File: src/kle_pkg.sv
// Shared types, constants and the key translation function for the keycode line editor.
// Depends on nothing; used by every module of the block.
package kle_pkg;

    localparam int LINE_MAX = 64;
    localparam int ADDR_W   = $clog2(LINE_MAX);
    localparam int LEN_W    = ADDR_W + 1;

    // Key codes
    localparam logic [7:0] KC_ESC       = 8'd1;
    localparam logic [7:0] KC_ONE       = 8'd2;
    localparam logic [7:0] KC_ZERO      = 8'd11;
    localparam logic [7:0] KC_BACKSPACE = 8'd14;
    localparam logic [7:0] KC_Q         = 8'd16;
    localparam logic [7:0] KC_P         = 8'd25;
    localparam logic [7:0] KC_ENTER     = 8'd28;
    localparam logic [7:0] KC_A         = 8'd30;
    localparam logic [7:0] KC_L         = 8'd38;
    localparam logic [7:0] KC_Z         = 8'd44;
    localparam logic [7:0] KC_DOT       = 8'd52;
    localparam logic [7:0] KC_SPACE     = 8'd57;

    // Result kinds
    localparam logic [1:0] KIND_CHAR   = 2'd0;
    localparam logic [1:0] KIND_EMPTY  = 2'd1;
    localparam logic [1:0] KIND_CANCEL = 2'd2;
    localparam logic [1:0] KIND_BELL   = 2'd3;

    // Symbol pairs, unshifted then shifted; first character in the top byte
    localparam int TOP_LEN   = 20;
    localparam int HOME_LEN  = 18;
    localparam int LOW_LEN   = 18;
    localparam int DIGIT_LEN = 20;
    localparam logic [8*TOP_LEN-1:0]   TOP_ROW   = "qQwWeErRtTyYuUiIoOpP";
    localparam logic [8*HOME_LEN-1:0]  HOME_ROW  = "aAsSdDfFgGhHjJkKlL";
    localparam logic [8*LOW_LEN-1:0]   LOW_ROW   = "zZxXcCvVbBnNmM,;.:";
    localparam logic [8*DIGIT_LEN-1:0] DIGIT_ROW = "1!2\"3#4$5%6&7/8(9)0=";

    typedef enum logic [2:0] {
        ST_IDLE  = 3'b001,
        ST_EXEC  = 3'b010,
        ST_DRAIN = 3'b100
    } kle_state_t;

    // What the captured key asks for
    typedef enum logic [2:0] {
        CLS_PRINT,
        CLS_IGNORE,
        CLS_BELL,
        CLS_ESC,
        CLS_ENTER,
        CLS_BKSP
    } kle_cls_t;

    typedef struct packed {
        logic       capture;
        logic       append;
        logic       backspace;
        logic       clear_line;
        logic       load_result;
        logic [1:0] result_kind;
        logic       rd_start;
        logic       drain_step;
    } kle_cmd_t;

    typedef struct packed {
        kle_cls_t key_cls;
        logic     line_empty;
        logic     line_full;
        logic     drain_last;
        logic     out_free;
    } kle_status_t;

    // Printable character for a key, zero if the key has none
    function automatic logic [7:0] translate(input logic [7:0] code, input logic shift);
        logic [7:0] ch;
        logic [4:0] idx;
        ch  = '0;
        idx = '0;
        if (code >= KC_Q && code <= KC_P) begin
            idx = {4'(code - KC_Q), shift};
            ch  = TOP_ROW[(TOP_LEN - 1 - int'(idx)) * 8 +: 8];
        end else if (code >= KC_A && code <= KC_L) begin
            idx = {4'(code - KC_A), shift};
            ch  = HOME_ROW[(HOME_LEN - 1 - int'(idx)) * 8 +: 8];
        end else if (code >= KC_Z && code <= KC_DOT) begin
            idx = {4'(code - KC_Z), shift};
            ch  = LOW_ROW[(LOW_LEN - 1 - int'(idx)) * 8 +: 8];
        end else if (code >= KC_ONE && code <= KC_ZERO) begin
            idx = {4'(code - KC_ONE), shift};
            ch  = DIGIT_ROW[(DIGIT_LEN - 1 - int'(idx)) * 8 +: 8];
        end else if (code == KC_SPACE) begin
            ch = 8'h20;
        end
        return ch;
    endfunction

endpackage

File: src/kle_ctrl.sv
// Controller state machine for the keycode line editor: sequences capture, decode and drain.
// Depends on kle_pkg; drives kle_dp through kle_cmd_t and reads kle_status_t.
module kle_ctrl (
    input  logic                 aclk,
    input  logic                 aresetn,
    input  logic                 s_tvalid,
    output logic                 s_tready,
    input  kle_pkg::kle_status_t sts,
    output kle_pkg::kle_cmd_t    cmd
);

    kle_pkg::kle_state_t state_reg, state_next;

    always_ff @(posedge aclk) begin
        if (!aresetn) begin
            state_reg <= kle_pkg::ST_IDLE;
        end else begin
            state_reg <= state_next;
        end
    end

    assign s_tready = (state_reg == kle_pkg::ST_IDLE);

    always_comb begin
        state_next = state_reg;
        cmd        = '0;
        unique case (state_reg)
            kle_pkg::ST_IDLE: begin
                if (s_tvalid) begin
                    cmd.capture = 1'b1;
                    state_next  = kle_pkg::ST_EXEC;
                end
            end
            kle_pkg::ST_EXEC: begin
                case (sts.key_cls)
                    kle_pkg::CLS_PRINT: begin
                        if (!sts.line_full) begin
                            cmd.append = 1'b1;
                            state_next = kle_pkg::ST_IDLE;
                        end else if (sts.out_free) begin
                            cmd.load_result = 1'b1;
                            cmd.result_kind = kle_pkg::KIND_BELL;
                            state_next      = kle_pkg::ST_IDLE;
                        end
                    end
                    kle_pkg::CLS_IGNORE: begin
                        state_next = kle_pkg::ST_IDLE;
                    end
                    kle_pkg::CLS_ESC: begin
                        if (sts.out_free) begin
                            cmd.load_result = 1'b1;
                            cmd.result_kind = kle_pkg::KIND_CANCEL;
                            cmd.clear_line  = 1'b1;
                            state_next      = kle_pkg::ST_IDLE;
                        end
                    end
                    kle_pkg::CLS_ENTER: begin
                        if (!sts.line_empty) begin
                            cmd.rd_start = 1'b1;
                            state_next   = kle_pkg::ST_DRAIN;
                        end else if (sts.out_free) begin
                            cmd.load_result = 1'b1;
                            cmd.result_kind = kle_pkg::KIND_EMPTY;
                            state_next      = kle_pkg::ST_IDLE;
                        end
                    end
                    kle_pkg::CLS_BKSP: begin
                        cmd.backspace = 1'b1;
                        state_next    = kle_pkg::ST_IDLE;
                    end
                    default: begin
                        if (sts.out_free) begin
                            cmd.load_result = 1'b1;
                            cmd.result_kind = kle_pkg::KIND_BELL;
                            state_next      = kle_pkg::ST_IDLE;
                        end
                    end
                endcase
            end
            kle_pkg::ST_DRAIN: begin
                if (sts.out_free) begin
                    cmd.drain_step = 1'b1;
                    if (sts.drain_last) begin
                        cmd.clear_line = 1'b1;
                        state_next     = kle_pkg::ST_IDLE;
                    end
                end
            end
            default: begin
                state_next = kle_pkg::ST_IDLE;
            end
        endcase
    end

endmodule

File: src/kle_dp.sv
// Datapath of the keycode line editor: key register, key decode, line store, length, output register.
// Depends on kle_pkg; commanded by kle_ctrl.
module kle_dp (
    input  logic                 aclk,
    input  logic                 aresetn,
    input  logic [7:0]           s_tdata,
    input  logic [1:0]           s_tuser,
    output logic                 m_tvalid,
    input  logic                 m_tready,
    output logic [7:0]           m_tdata,
    output logic [1:0]           m_tuser,
    output logic                 m_tlast,
    input  kle_pkg::kle_cmd_t    cmd,
    output kle_pkg::kle_status_t sts
);

    localparam int AW = kle_pkg::ADDR_W;
    localparam int LW = kle_pkg::LEN_W;

    logic [7:0]    code_reg;
    logic          shift_reg;
    logic          ctrl_reg;
    logic [LW-1:0] len_reg;
    logic [AW-1:0] idx_reg;
    logic [7:0]    rdata_reg;
    logic [7:0]    line_mem [kle_pkg::LINE_MAX];

    logic          out_valid_reg;
    logic [7:0]    out_char_reg;
    logic [1:0]    out_kind_reg;
    logic          out_last_reg;

    logic [7:0]    key_char;
    logic [AW-1:0] rd_addr;
    logic          rd_en;
    kle_pkg::kle_cls_t key_cls;

    // Key register
    always_ff @(posedge aclk) begin
        if (cmd.capture) begin
            code_reg  <= s_tdata;
            shift_reg <= s_tuser[0];
            ctrl_reg  <= s_tuser[1];
        end
    end

    // Control suppresses translation, so such keys fall to the command decode
    assign key_char = ctrl_reg ? 8'd0 : kle_pkg::translate(code_reg, shift_reg);

    always_comb begin
        if (key_char != 8'd0) begin
            key_cls = kle_pkg::CLS_PRINT;
        end else if (ctrl_reg && !shift_reg && code_reg == kle_pkg::KC_L) begin
            key_cls = kle_pkg::CLS_IGNORE;
        end else if (ctrl_reg || shift_reg) begin
            key_cls = kle_pkg::CLS_BELL;
        end else begin
            unique case (code_reg)
                kle_pkg::KC_ESC:       key_cls = kle_pkg::CLS_ESC;
                kle_pkg::KC_ENTER:     key_cls = kle_pkg::CLS_ENTER;
                kle_pkg::KC_BACKSPACE: key_cls = kle_pkg::CLS_BKSP;
                default:               key_cls = kle_pkg::CLS_BELL;
            endcase
        end
    end

    // Line length
    always_ff @(posedge aclk) begin
        if (!aresetn) begin
            len_reg <= '0;
        end else if (cmd.clear_line) begin
            len_reg <= '0;
        end else if (cmd.append) begin
            len_reg <= len_reg + LW'(1);
        end else if (cmd.backspace && len_reg != '0) begin
            len_reg <= len_reg - LW'(1);
        end
    end

    // Drain index; points at the character held in rdata_reg
    always_ff @(posedge aclk) begin
        if (cmd.rd_start) begin
            idx_reg <= '0;
        end else if (cmd.drain_step) begin
            idx_reg <= idx_reg + AW'(1);
        end
    end

    // Prefetch the next character each time one moves to the output
    assign rd_en   = cmd.rd_start | cmd.drain_step;
    assign rd_addr = cmd.rd_start ? '0 : idx_reg + AW'(1);

    always_ff @(posedge aclk) begin
        if (cmd.append) begin
            line_mem[len_reg[AW-1:0]] <= key_char;
        end
        if (rd_en) begin
            rdata_reg <= line_mem[rd_addr];
        end
    end

    // Output register
    always_ff @(posedge aclk) begin
        if (!aresetn) begin
            out_valid_reg <= 1'b0;
        end else if (cmd.load_result || cmd.drain_step) begin
            out_valid_reg <= 1'b1;
        end else if (m_tready) begin
            out_valid_reg <= 1'b0;
        end
    end

    always_ff @(posedge aclk) begin
        if (cmd.load_result) begin
            out_kind_reg <= cmd.result_kind;
            out_char_reg <= 8'd0;
            out_last_reg <= 1'b1;
        end else if (cmd.drain_step) begin
            out_kind_reg <= kle_pkg::KIND_CHAR;
            out_char_reg <= rdata_reg;
            out_last_reg <= sts.drain_last;
        end
    end

    assign m_tvalid = out_valid_reg;
    assign m_tdata  = out_char_reg;
    assign m_tuser  = out_kind_reg;
    assign m_tlast  = out_last_reg;

    assign sts.key_cls    = key_cls;
    assign sts.line_empty = (len_reg == '0);
    assign sts.line_full  = (len_reg == LW'(kle_pkg::LINE_MAX));
    assign sts.drain_last = (({1'b0, idx_reg} + LW'(1)) == len_reg);
    assign sts.out_free   = !out_valid_reg || m_tready;

endmodule

File: src/keycode_line_editor_unit.sv
// Keycode line editor top level: kle_ctrl state machine plus kle_dp datapath (uses kle_pkg).
// Sequence: a key is captured into the key register on its transfer and decoded in the exec
//   state; a single result, or each character of a line, is loaded into the output register.
// Throughput: a new key is taken only in idle; result loads and the drain wait while the output is full;
//   Enter drains one character per cycle out of the line store's single read port while m_tready holds.
// Reset (aresetn low, synchronous): line length, state machine and output valid cleared;
//   the line store is not cleared, entries are only read after being written.
module keycode_line_editor_unit (
    input  logic       aclk,
    input  logic       aresetn,
    // Key events
    input  logic       s_tvalid,
    output logic       s_tready,
    input  logic [7:0] s_tdata,   // [7:0] keycode
    input  logic [1:0] s_tuser,   // [0] shift_held, [1] control_held
    // Results
    output logic       m_tvalid,
    input  logic       m_tready,
    output logic [7:0] m_tdata,   // [7:0] character
    output logic [1:0] m_tuser,   // [1:0] result_kind
    output logic       m_tlast    // last_of_line
);

    // Controller to datapath commands, datapath to controller status
    kle_pkg::kle_cmd_t    cmd;
    kle_pkg::kle_status_t sts;

    // Sequencer: idle -> exec (decode, append, backspace, single results) -> drain (Enter)
    kle_ctrl u_ctrl (
        .aclk     (aclk),
        .aresetn  (aresetn),
        .s_tvalid (s_tvalid),
        .s_tready (s_tready),
        .sts      (sts),
        .cmd      (cmd)
    );

    // Key decode, line store, length counter and output register.
    // The output register frees the key side: a new key transfer is taken
    // while a result waits for m_tready.
    kle_dp u_dp (
        .aclk     (aclk),
        .aresetn  (aresetn),
        .s_tdata  (s_tdata),
        .s_tuser  (s_tuser),
        .m_tvalid (m_tvalid),
        .m_tready (m_tready),
        .m_tdata  (m_tdata),
        .m_tuser  (m_tuser),
        .m_tlast  (m_tlast),
        .cmd      (cmd),
        .sts      (sts)
    );

endmodule

File: config.mk
export PLATFORM = sky130hd
export DESIGN_NAME = keycode_line_editor_unit
export DESIGN_NICKNAME = d
export VERILOG_FILES = /design/src/kle_pkg.sv /design/src/kle_ctrl.sv /design/src/kle_dp.sv /design/src/keycode_line_editor_unit.sv
export SDC_FILE = /design/constraint.sdc
export NUM_CORES = 1
export LEC_CHECK = 0
export BUFFER_PORTS_ARGS = -buffer_cell sky130_fd_sc_hd__buf_4
export CORE_MARGIN = 2
export CORE_UTILIZATION = 60
export DETAILED_ROUTE_END_ITERATION = 10
export GPL_TIMING_DRIVEN = 0
export PLACE_DENSITY = 0.76
export SYNTH_ARGS = -nofsm -noshare
export SYNTH_HDL_FRONTEND = slang
export SYNTH_SLANG_ARGS = --single-unit
export TNS_END_PERCENT = 10
File: constraint.sdc
create_clock -name aclk -period 7.9 [get_ports aclk]
set_clock_uncertainty 0.05 [all_clocks]
set_input_delay 0.395 -clock aclk [delete_from_list [all_inputs] [get_ports aclk]]
set_output_delay 0.395 -clock aclk [all_outputs]
set_load 0.02 [all_outputs]
* Yosys cells after proc, flatten, opt, wreduce, memory -nomap -nowiden
Memories as Yosys holds them, arrays and structs flattened. A register that Yosys moved wholly into a read port is not among the register bits. Index checks and enable logic that the tools add are counted.
Word-level totals: register bits 38, memory bits (writable) 512, bits of input ports 14, output and inout port bits 13, word-level logic and storage cells 124, memories kept 1
Memories:
- u_dp.line_mem | depth 64, bits a word 8, rd ports 1, clocked after memory_dff 1, wr ports 1, RTL line kle_dp.sv:26 | logic [7:0] line_mem [kle_pkg::LINE_MAX];
Cells by class: add/subtract/negate cells 12, $lt $le $gt $ge 8, equal/unequal tests 17, shift operators 4, muxes and demuxes 48, bitwise operators 2, reductions and logical operators 22
Operator list (count):
- 160-bit by 32-bit indexed part select with 8-bit output (first input constant) | 2
- 144-bit by 32-bit indexed part select with 8-bit output (first input constant) | 2
- 8-bit 2-to-1 mux | 5
- 3-bit 2-to-1 mux | 13
- 3-bit one-hot mux with 3 select lines | 3
- 5-bit by 5-bit subtractor with 6-bit output (first input constant) | 4
- 8-bit by 6-bit equality test with 1-bit output (second input constant) | 2
- 8-bit by 5-bit greater-or-equal comparator with 1-bit output (second input constant) | 2
- 8-bit by 6-bit less-or-equal comparator with 1-bit output (second input constant) | 2
- 1-bit 2-to-1 mux | 16
- 7-bit 2-to-1 mux | 2
- 6-bit 2-to-1 mux | 2
- 3-bit one-hot mux with 4 select lines | 1
- 3-bit equality test (second input constant) | 3
- 8-bit by 1-bit equality test with 1-bit output (second input constant) | 1
- 8-bit by 4-bit equality test with 1-bit output (second input constant) | 1
- 8-bit by 5-bit equality test with 1-bit output (second input constant) | 1
- 8-bit by 2-bit greater-or-equal comparator with 1-bit output (second input constant) | 1
- 8-bit by 6-bit greater-or-equal comparator with 1-bit output (second input constant) | 1
- 8-bit by 4-bit less-or-equal comparator with 1-bit output (second input constant) | 1
- 8-bit by 5-bit less-or-equal comparator with 1-bit output (second input constant) | 1
- 4-bit 2-to-1 mux | 2
- 8-bit nonzero test | 1
- 4-bit subtractor (second input constant) | 2
- 24 further kinds | 42

* Logic depth before layout (Yosys ltp)
depth after elaboration 16, mapped depth 21, mapped depth without buffers 19

* Hierarchy
Synthesis repeated with hierarchy kept, for this count alone.
Unflattened totals: cells, all modules 1522, area, all modules 22039.9 µm²
By module, submodules not included:
- kle_dp | instances 1, cells each 1480, area each 21702.1 µm²
- kle_ctrl | instances 1, cells each 42, area each 337.8 µm²

* Least setup slack after synthesis
OpenSTA, ideal clock, no wires.
path type register to register, start reg u_dp.code_reg[1], end reg u_dp.len_reg[6], setup time 78 ps, data arrival time 6157 ps, data required time 7772 ps, slack 1614 ps, stages on the path, launching flop included 21, buffers on the path 2, period minus slack after synthesis 6286 ps, path through edfxtp_1 -> clkbuf_1 -> inv_1 -> ha_1 -> clkbuf_1 -> a21oi_1 -> a211o_1 -> o41a_1 -> o21ai_1 -> o31ai_1 -> nor2_2 -> inv_2 -> fa_1 -> a21o_1 -> a21oi_1 -> nor2b_1 -> o21ai_0 -> nand2b_1 -> nor3b_1 -> o21a_1 -> nor3_1
On the way: word-level cells in the longest chain between the ends 15, elaborated cells between the ends (all ways) 53
RTL lines:
- start: declaration | RTL line kle_dp.sv:20 | logic [7:0] code_reg;
- start signal: assignment | RTL line kle_dp.sv:41 | code_reg <= s_tdata;
- 4-bit by 2-bit subtractor with 4-bit output | RTL line kle_pkg.sv:90 | idx = {4'(code - KC_ONE), shift};
- 5-bit by 5-bit subtractor with 6-bit output | RTL line kle_pkg.sv:91 | ch = DIGIT_ROW[(DIGIT_LEN - 1 - int'(idx)) * 8 +: 8];
- 160-bit by 32-bit indexed part select with 8-bit output | RTL line kle_pkg.sv:91
- 8-bit 2-to-1 mux | RTL line kle_pkg.sv:89 | end else if (code >= KC_ONE && code <= KC_ZERO) begin
- 8-bit 2-to-1 mux | RTL line kle_pkg.sv:86 | end else if (code >= KC_Z && code <= KC_DOT) begin
- 8-bit 2-to-1 mux | RTL line kle_pkg.sv:83 | end else if (code >= KC_A && code <= KC_L) begin
- 8-bit 2-to-1 mux (*) | RTL line kle_pkg.sv:80 | if (code >= KC_Q && code <= KC_P) begin
- 8-bit 2-to-1 mux (*) | RTL line kle_dp.sv:48 | assign key_char = ctrl_reg ? 8'd0 : kle_pkg::translate(code_reg, shift_reg);
- named net u_dp.key_char[6] | RTL line kle_dp.sv:33 | logic [7:0] key_char;
- 8-bit nonzero test (*) | RTL line kle_dp.sv:51 | if (key_char != 8'd0) begin
- 3-bit 2-to-1 mux (*) | RTL line kle_dp.sv:51
- 3-bit equality test | RTL line kle_ctrl.sv:35 | case (sts.key_cls)
- 1-bit 2-to-1 mux | RTL line kle_ctrl.sv:35
- 2-bit 2-to-1 mux | RTL line kle_ctrl.sv:27 | unique case (state_reg)
- 1-bit logical AND | RTL line kle_dp.sv:75 | end else if (cmd.backspace && len_reg != '0) begin
- 2-bit nonzero test (no source line)
- end signal: assignment | RTL line kle_dp.sv:74 | len_reg <= len_reg + LW'(1);
- end signal: assignment | RTL line kle_dp.sv:76 | len_reg <= len_reg - LW'(1);
- end: declaration | RTL line kle_dp.sv:23 | logic [LW-1:0] len_reg;
Mark *: on every way through the listed nets, which the timed path passes. The rest lies on a longest branch. A chain may end at the register's enable or synchronous reset.

* Worst setup path after layout
start reg u_dp.code_reg[1], end mem u_dp.line_mem[35][5] (enable)
On the way: word-level cells in the longest chain between the ends 15, elaborated cells between the ends (all ways) 46
RTL lines:
- 4-bit by 2-bit subtractor with 4-bit output | RTL line kle_pkg.sv:90
- 5-bit by 5-bit subtractor with 6-bit output | RTL line kle_pkg.sv:91
- 160-bit by 32-bit indexed part select with 8-bit output | RTL line kle_pkg.sv:91
- 8-bit 2-to-1 mux | RTL line kle_pkg.sv:89
- 8-bit 2-to-1 mux | RTL line kle_pkg.sv:86
- 8-bit 2-to-1 mux | RTL line kle_pkg.sv:83
- 8-bit 2-to-1 mux (*) | RTL line kle_pkg.sv:80
- 8-bit 2-to-1 mux (*) | RTL line kle_dp.sv:48
- named net u_dp.key_char[6] | RTL line kle_dp.sv:33
- 8-bit nonzero test (*) | RTL line kle_dp.sv:51
- 3-bit 2-to-1 mux (*) | RTL line kle_dp.sv:51
- 3-bit logical NOT (*) | RTL line kle_ctrl.sv:35
- 1-bit 2-to-1 mux (*) | RTL line kle_ctrl.sv:35
- 2-bit 2-to-1 mux (*) | RTL line kle_ctrl.sv:27
- 1-bit 2-to-1 mux (*) | RTL line kle_dp.sv:94 | if (cmd.append) begin
- 1-bit 2-to-1 mux (implied by the code) (*) | RTL line kle_dp.sv:95 | line_mem[len_reg[AW-1:0]] <= key_char;
- end: declaration | RTL line kle_dp.sv:26
Marks and branches as above.

==> insert_results.sql <==
INSERT INTO impl_metrics (metric_group, metric, value, unit) VALUES
('pwr', 'total_leakage_power', '7.54', 'nW'),
('clock_network', 'clock_latency', '0.61', 'ns'),
('synth', 'syn-instance-count', '1571', ''),
('synth', 'synth_flop_cell', 'edfxtp_1', ''),
('route', 'wirelength', '74000', 'µm'),
('clock_network', 'cts-hold-fix-buffers', '11', ''),
('clock_network', 'clockBufferDepth', '3', ''),
('clock_network', 'numCtsBuffers', '48', ''),
('cells_and_area', 'fillCellCount', '2423', ''),
('die', 'rows', '69', ''),
('worst_setup_path', 'crit_path_end_kind', 'register', ''),
('synth', 'syn-num-nets', '1607', ''),
('route', 'wire_length_per_cell', '34.2', 'µm'),
('global_route', 'first_global_vias', '14842', ''),
('clock_network', 'cts_setup_buffers', '0', ''),
('route', 'remaining_drc_errors', '0', ''),
('cells_and_area', 'largest_register_ff_count', '448', ''),
('status', 'failed_checks', 'capacitance limit, slew limit', ''),
('placement', 'io_buffers', '25', ''),
('cells_and_area', 'n_antenna_cell', '0', ''),
('global_route', 'global_route.usage.met1', '0.522', ''),
('sta', 'worst_slew_margin_rel', '-0.0177', ''),
('global_route', 'grt.total_usage', '0.396', ''),
('die', 'die_h', '194', 'µm'),
('hold_path', 'hp-class', 'input port to register', ''),
('worst_setup_path', 'cp-start-kind', 'register', ''),
('status', 'result_of_the_run', 'finished, violations left', ''),
('global_route', 'antenna_found_initial', '2', ''),
('cells_and_area', 'mostFrequentLayoutCell', 'edfxtp_1', ''),
('synth', 'synthesis.yosys.warnings', '0', ''),
('synth', 'synth_area_per_cell', '13.8', 'µm²'),
('global_route', 'grt_first_pass_wirelength', '105000', 'µm'),
('cells_and_area', 'area_delta_synth_final', '12.9', '%'),
('die', 'initial_cell_density_of_the_core', '0.609', ''),
('run', 'cap_viol_max_count', '1', ''),
('cells_and_area', 'post_route_cells_drive_above_1_share', '0.129', ''),
('synth', 'syn-cell-area', '21600', 'µm²'),
('worst_setup_path', 'critical_path_peak_fanout', '23', ''),
('sta', 'setup_viol', '0', ''),
('route', 'detailroute.via_count', '15377', ''),
('sta', 'final.min_clock_period', '6.66', 'ns'),
('global_route', 'grt.met2_usage', '0.595', ''),
('placement', 'place_ws', '1.63', 'ns'),
('clock_network', 'tritoncts', 'built', ''),
('sta', 'clock.fmax', '0.150', 'GHz'),
('synth', 'synth_sequential_area_ratio', '0.672', ''),
('route', 'drtIter0Drc', '2437', ''),
('synth', 'synth_cell_type_count', '95', ''),
('die', 'floorplan.die_area', '37600', 'µm²'),
('clock_network', 'clock_sinks', '492', ''),
('worst_setup_path', 'crit_path_dat', '6.83', 'ns'),
('pwr', 'cellPowerDensity', '217', 'nW/µm²'),
('die', 'coreArea', '35500', 'µm²'),
('cells_and_area', 'most_used_cells_in_the_layout_excluding_fill_and_tap_cells', '467 x edfxtp_1, 145 x nand2_1, 136 x nor2_1, 93 x a21oi_1, 67 x clkbuf_1', ''),
('die', 'floorplan.io_pins', '27', ''),
('sta', 'worst_slew_pin_slew', '1.53', 'ns'),
('synth', 'proportion_of_synthesized_flip_flops_having_asynchronous_set_or_reset', '0', ''),
('global_route', 'overall_overflow_remaining_after_global_route', '0', ''),
('cells_and_area', 'layout.nets', '1706', ''),
('worst_setup_path', 'crit_required', '8.07', 'ns'),
('die', 'die-width', '194', 'µm'),
('clock_network', 'cts.repair.resized', '0', ''),
('synth', 'synth_enable_flop_cells', '467', ''),
('global_route', 'globalRouteMet3Util', '0.114', ''),
('placement', 'gp_routability_congestion', '1.02', ''),
('global_route', 'grt_busiest_layer', 'met2', ''),
('clock_network', 'cts.reportedPaths.clkPinSlew', '0.07', 'ns'),
('sta', 'finalHoldWorstSlack', '0.186', 'ns'),
('synth', 'synthesis_stage_register_bit_count', '492', ''),
('sta', 'maxSlewViolCount', '11', ''),
('worst_setup_path', 'worst-setup-path-type', 'register to register', ''),
('route', 'detail-route-antenna-nets', '0', ''),
('clock_network', 'cts_htree_levels', '2', ''),
('pwr', 'vdd.ir_drop.worst', '255', 'µV'),
('clock_network', 'cts_root_buffer', 'clkbuf_16', ''),
('route', 'vias_per_cell', '7.10', ''),
('sta', 'rsz0062_at_grt', 'no', ''),
('sta', 'setup_slack', '1.24', 'ns'),
('sta', 'period_share', '0.843', ''),
('sta', 'hold_viol_final', '0', ''),
('global_route', 'maximum_number_of_pins_on_one_net_before_global_route_repair', '65', ''),
('placement', 'detailed_place_hpwl', '49200', 'µm'),
('route', 'drt_pre_antenna_iters', '6', '');
==> report_power, final <==
part	switching (mW)	internal, mW
combinational	0.108	0.0569
clock	0.994	1.30
sequential	0.00698	2.84
total	1.11	4.20
==> worst max-delay path, cell delays in order, from the launching register on <==
cell      delay (ns)
edfxtp_1        0.71
clkbuf_1        0.39
inv_1           0.27
ha_1            0.25
clkbuf_1        0.23
xor2_1          0.21
clkbuf_1        0.32
nor3_1          0.11
o41a_1          0.37
o21ai_4         0.61
buf_16          0.25
o31ai_1         0.19
nor2_2          0.27
nand4b_1        0.91
nor2_1          1.10
==> stage by stage <==
stage	std cells	setup TNS (ns)	power, mW	cell area (µm²)	utilization
after floorplan	1571	0	3.00	21600	-
after global placement	2057	-997.61	3.05	22400	0.631
after detailed placement	2070	0	3.06	22800	0.641
after CTS	2165	0	5.29	24400	0.688
after global routing	2165	0	5.40	24400	0.688
final	2165	0	5.30	24400	0.688
==> layer usage <==
layer | wire (µm) | part of all wire
met5 | 13 | 0.00018
met4 | 5100 | 0.069
met1 | 26900 | 0.36
met2 | 32400 | 0.44
met3 | 9570 | 0.13
==> Yosys cell counts (6+ instances only) <==
| master | n | share of area |
|---|---|---|
| a211oi_1 | 10 | 0.0035 |
| a21o_1 | 6 | 0.0021 |
| a21oi_1 | 94 | 0.022 |
| a22oi_1 | 7 | 0.0024 |
| a31oi_1 | 25 | 0.0072 |
| and2_1 | 8 | 0.0023 |
| and3_1 | 13 | 0.0038 |
| buf_1 | 14 | 0.0024 |
| buf_2 | 15 | 0.0035 |
| buf_4 | 6 | 0.0021 |
| clkbuf_1 | 61 | 0.011 |
| dfxtp_1 | 25 | 0.023 |
| edfxtp_1 | 467 | 0.65 |
| ha_1 | 21 | 0.012 |
| inv_1 | 13 | 0.0023 |
| mux2_2 | 11 | 0.0057 |
| mux2i_1 | 64 | 0.030 |
| mux4_2 | 33 | 0.034 |
| nand2_1 | 145 | 0.025 |
| nand2b_1 | 10 | 0.0029 |
| nand3_1 | 42 | 0.0097 |
| nand3b_1 | 6 | 0.0021 |
| nand4_1 | 12 | 0.0035 |
| nor2_1 | 136 | 0.024 |
| nor2b_1 | 10 | 0.0029 |
| nor3_1 | 26 | 0.0060 |
| o211ai_1 | 12 | 0.0042 |
| o21ai_0 | 65 | 0.015 |
| o221ai_1 | 10 | 0.0041 |
| o22ai_1 | 25 | 0.0072 |
| o2bb2ai_1 | 6 | 0.0024 |
| o311a_1 | 9 | 0.0042 |
| or3_1 | 9 | 0.0026 |
| xnor2_1 | 16 | 0.0065 |
| xor2_1 | 15 | 0.0061 |
==> worst paths after layout <==
check | startpoint | to | slack (ns) | cells past startpoint
min reg2reg | u_dp.m_tdata[3] | u_dp.m_tdata[3] | 0.41 | 2
min | s_tvalid | u_ctrl.state_reg[0] | 0.19 | 4
max | u_dp.code_reg[1] | u_dp.line_mem[35][5] | 1.24 | 14
max reg2reg | u_dp.code_reg[1] | u_dp.line_mem[35][5] | 1.24 | 14
==> layout make-up <==
cell class | instances | area, µm² | area share
well taps | 461 | 577 | 0.0236
clock buffers | 55 | 1250 | 0.0512
repair buffers | 49 | 593 | 0.0243
multi-input cells | 964 | 6670 | 0.273
plain buffers | 100 | 448 | 0.0184
clock inverters | 29 | 287 | 0.0117
inverters | 15 | 56.3 | 0.00231
flip-flops and latches | 492 | 14500 | 0.595
==> cells by family (layout without fill, tap and decap cells) <==
logic type                 Yosys count  count (layout)  share of synthesized area
AOI/OAI and AO/OA                  339             339                      0.105
DFF                                492             492                      0.672
and+or+nand+nor                    463             463                      0.104
adders and majority gates           22              22                     0.0131
muxes                              108             108                     0.0697
buffers and inverters              115             248                     0.0233
other                                1               1                   0.000173
xor gates and xnor gates            31              31                     0.0126
Note: power is estimated with default switching activity, not from simulation.
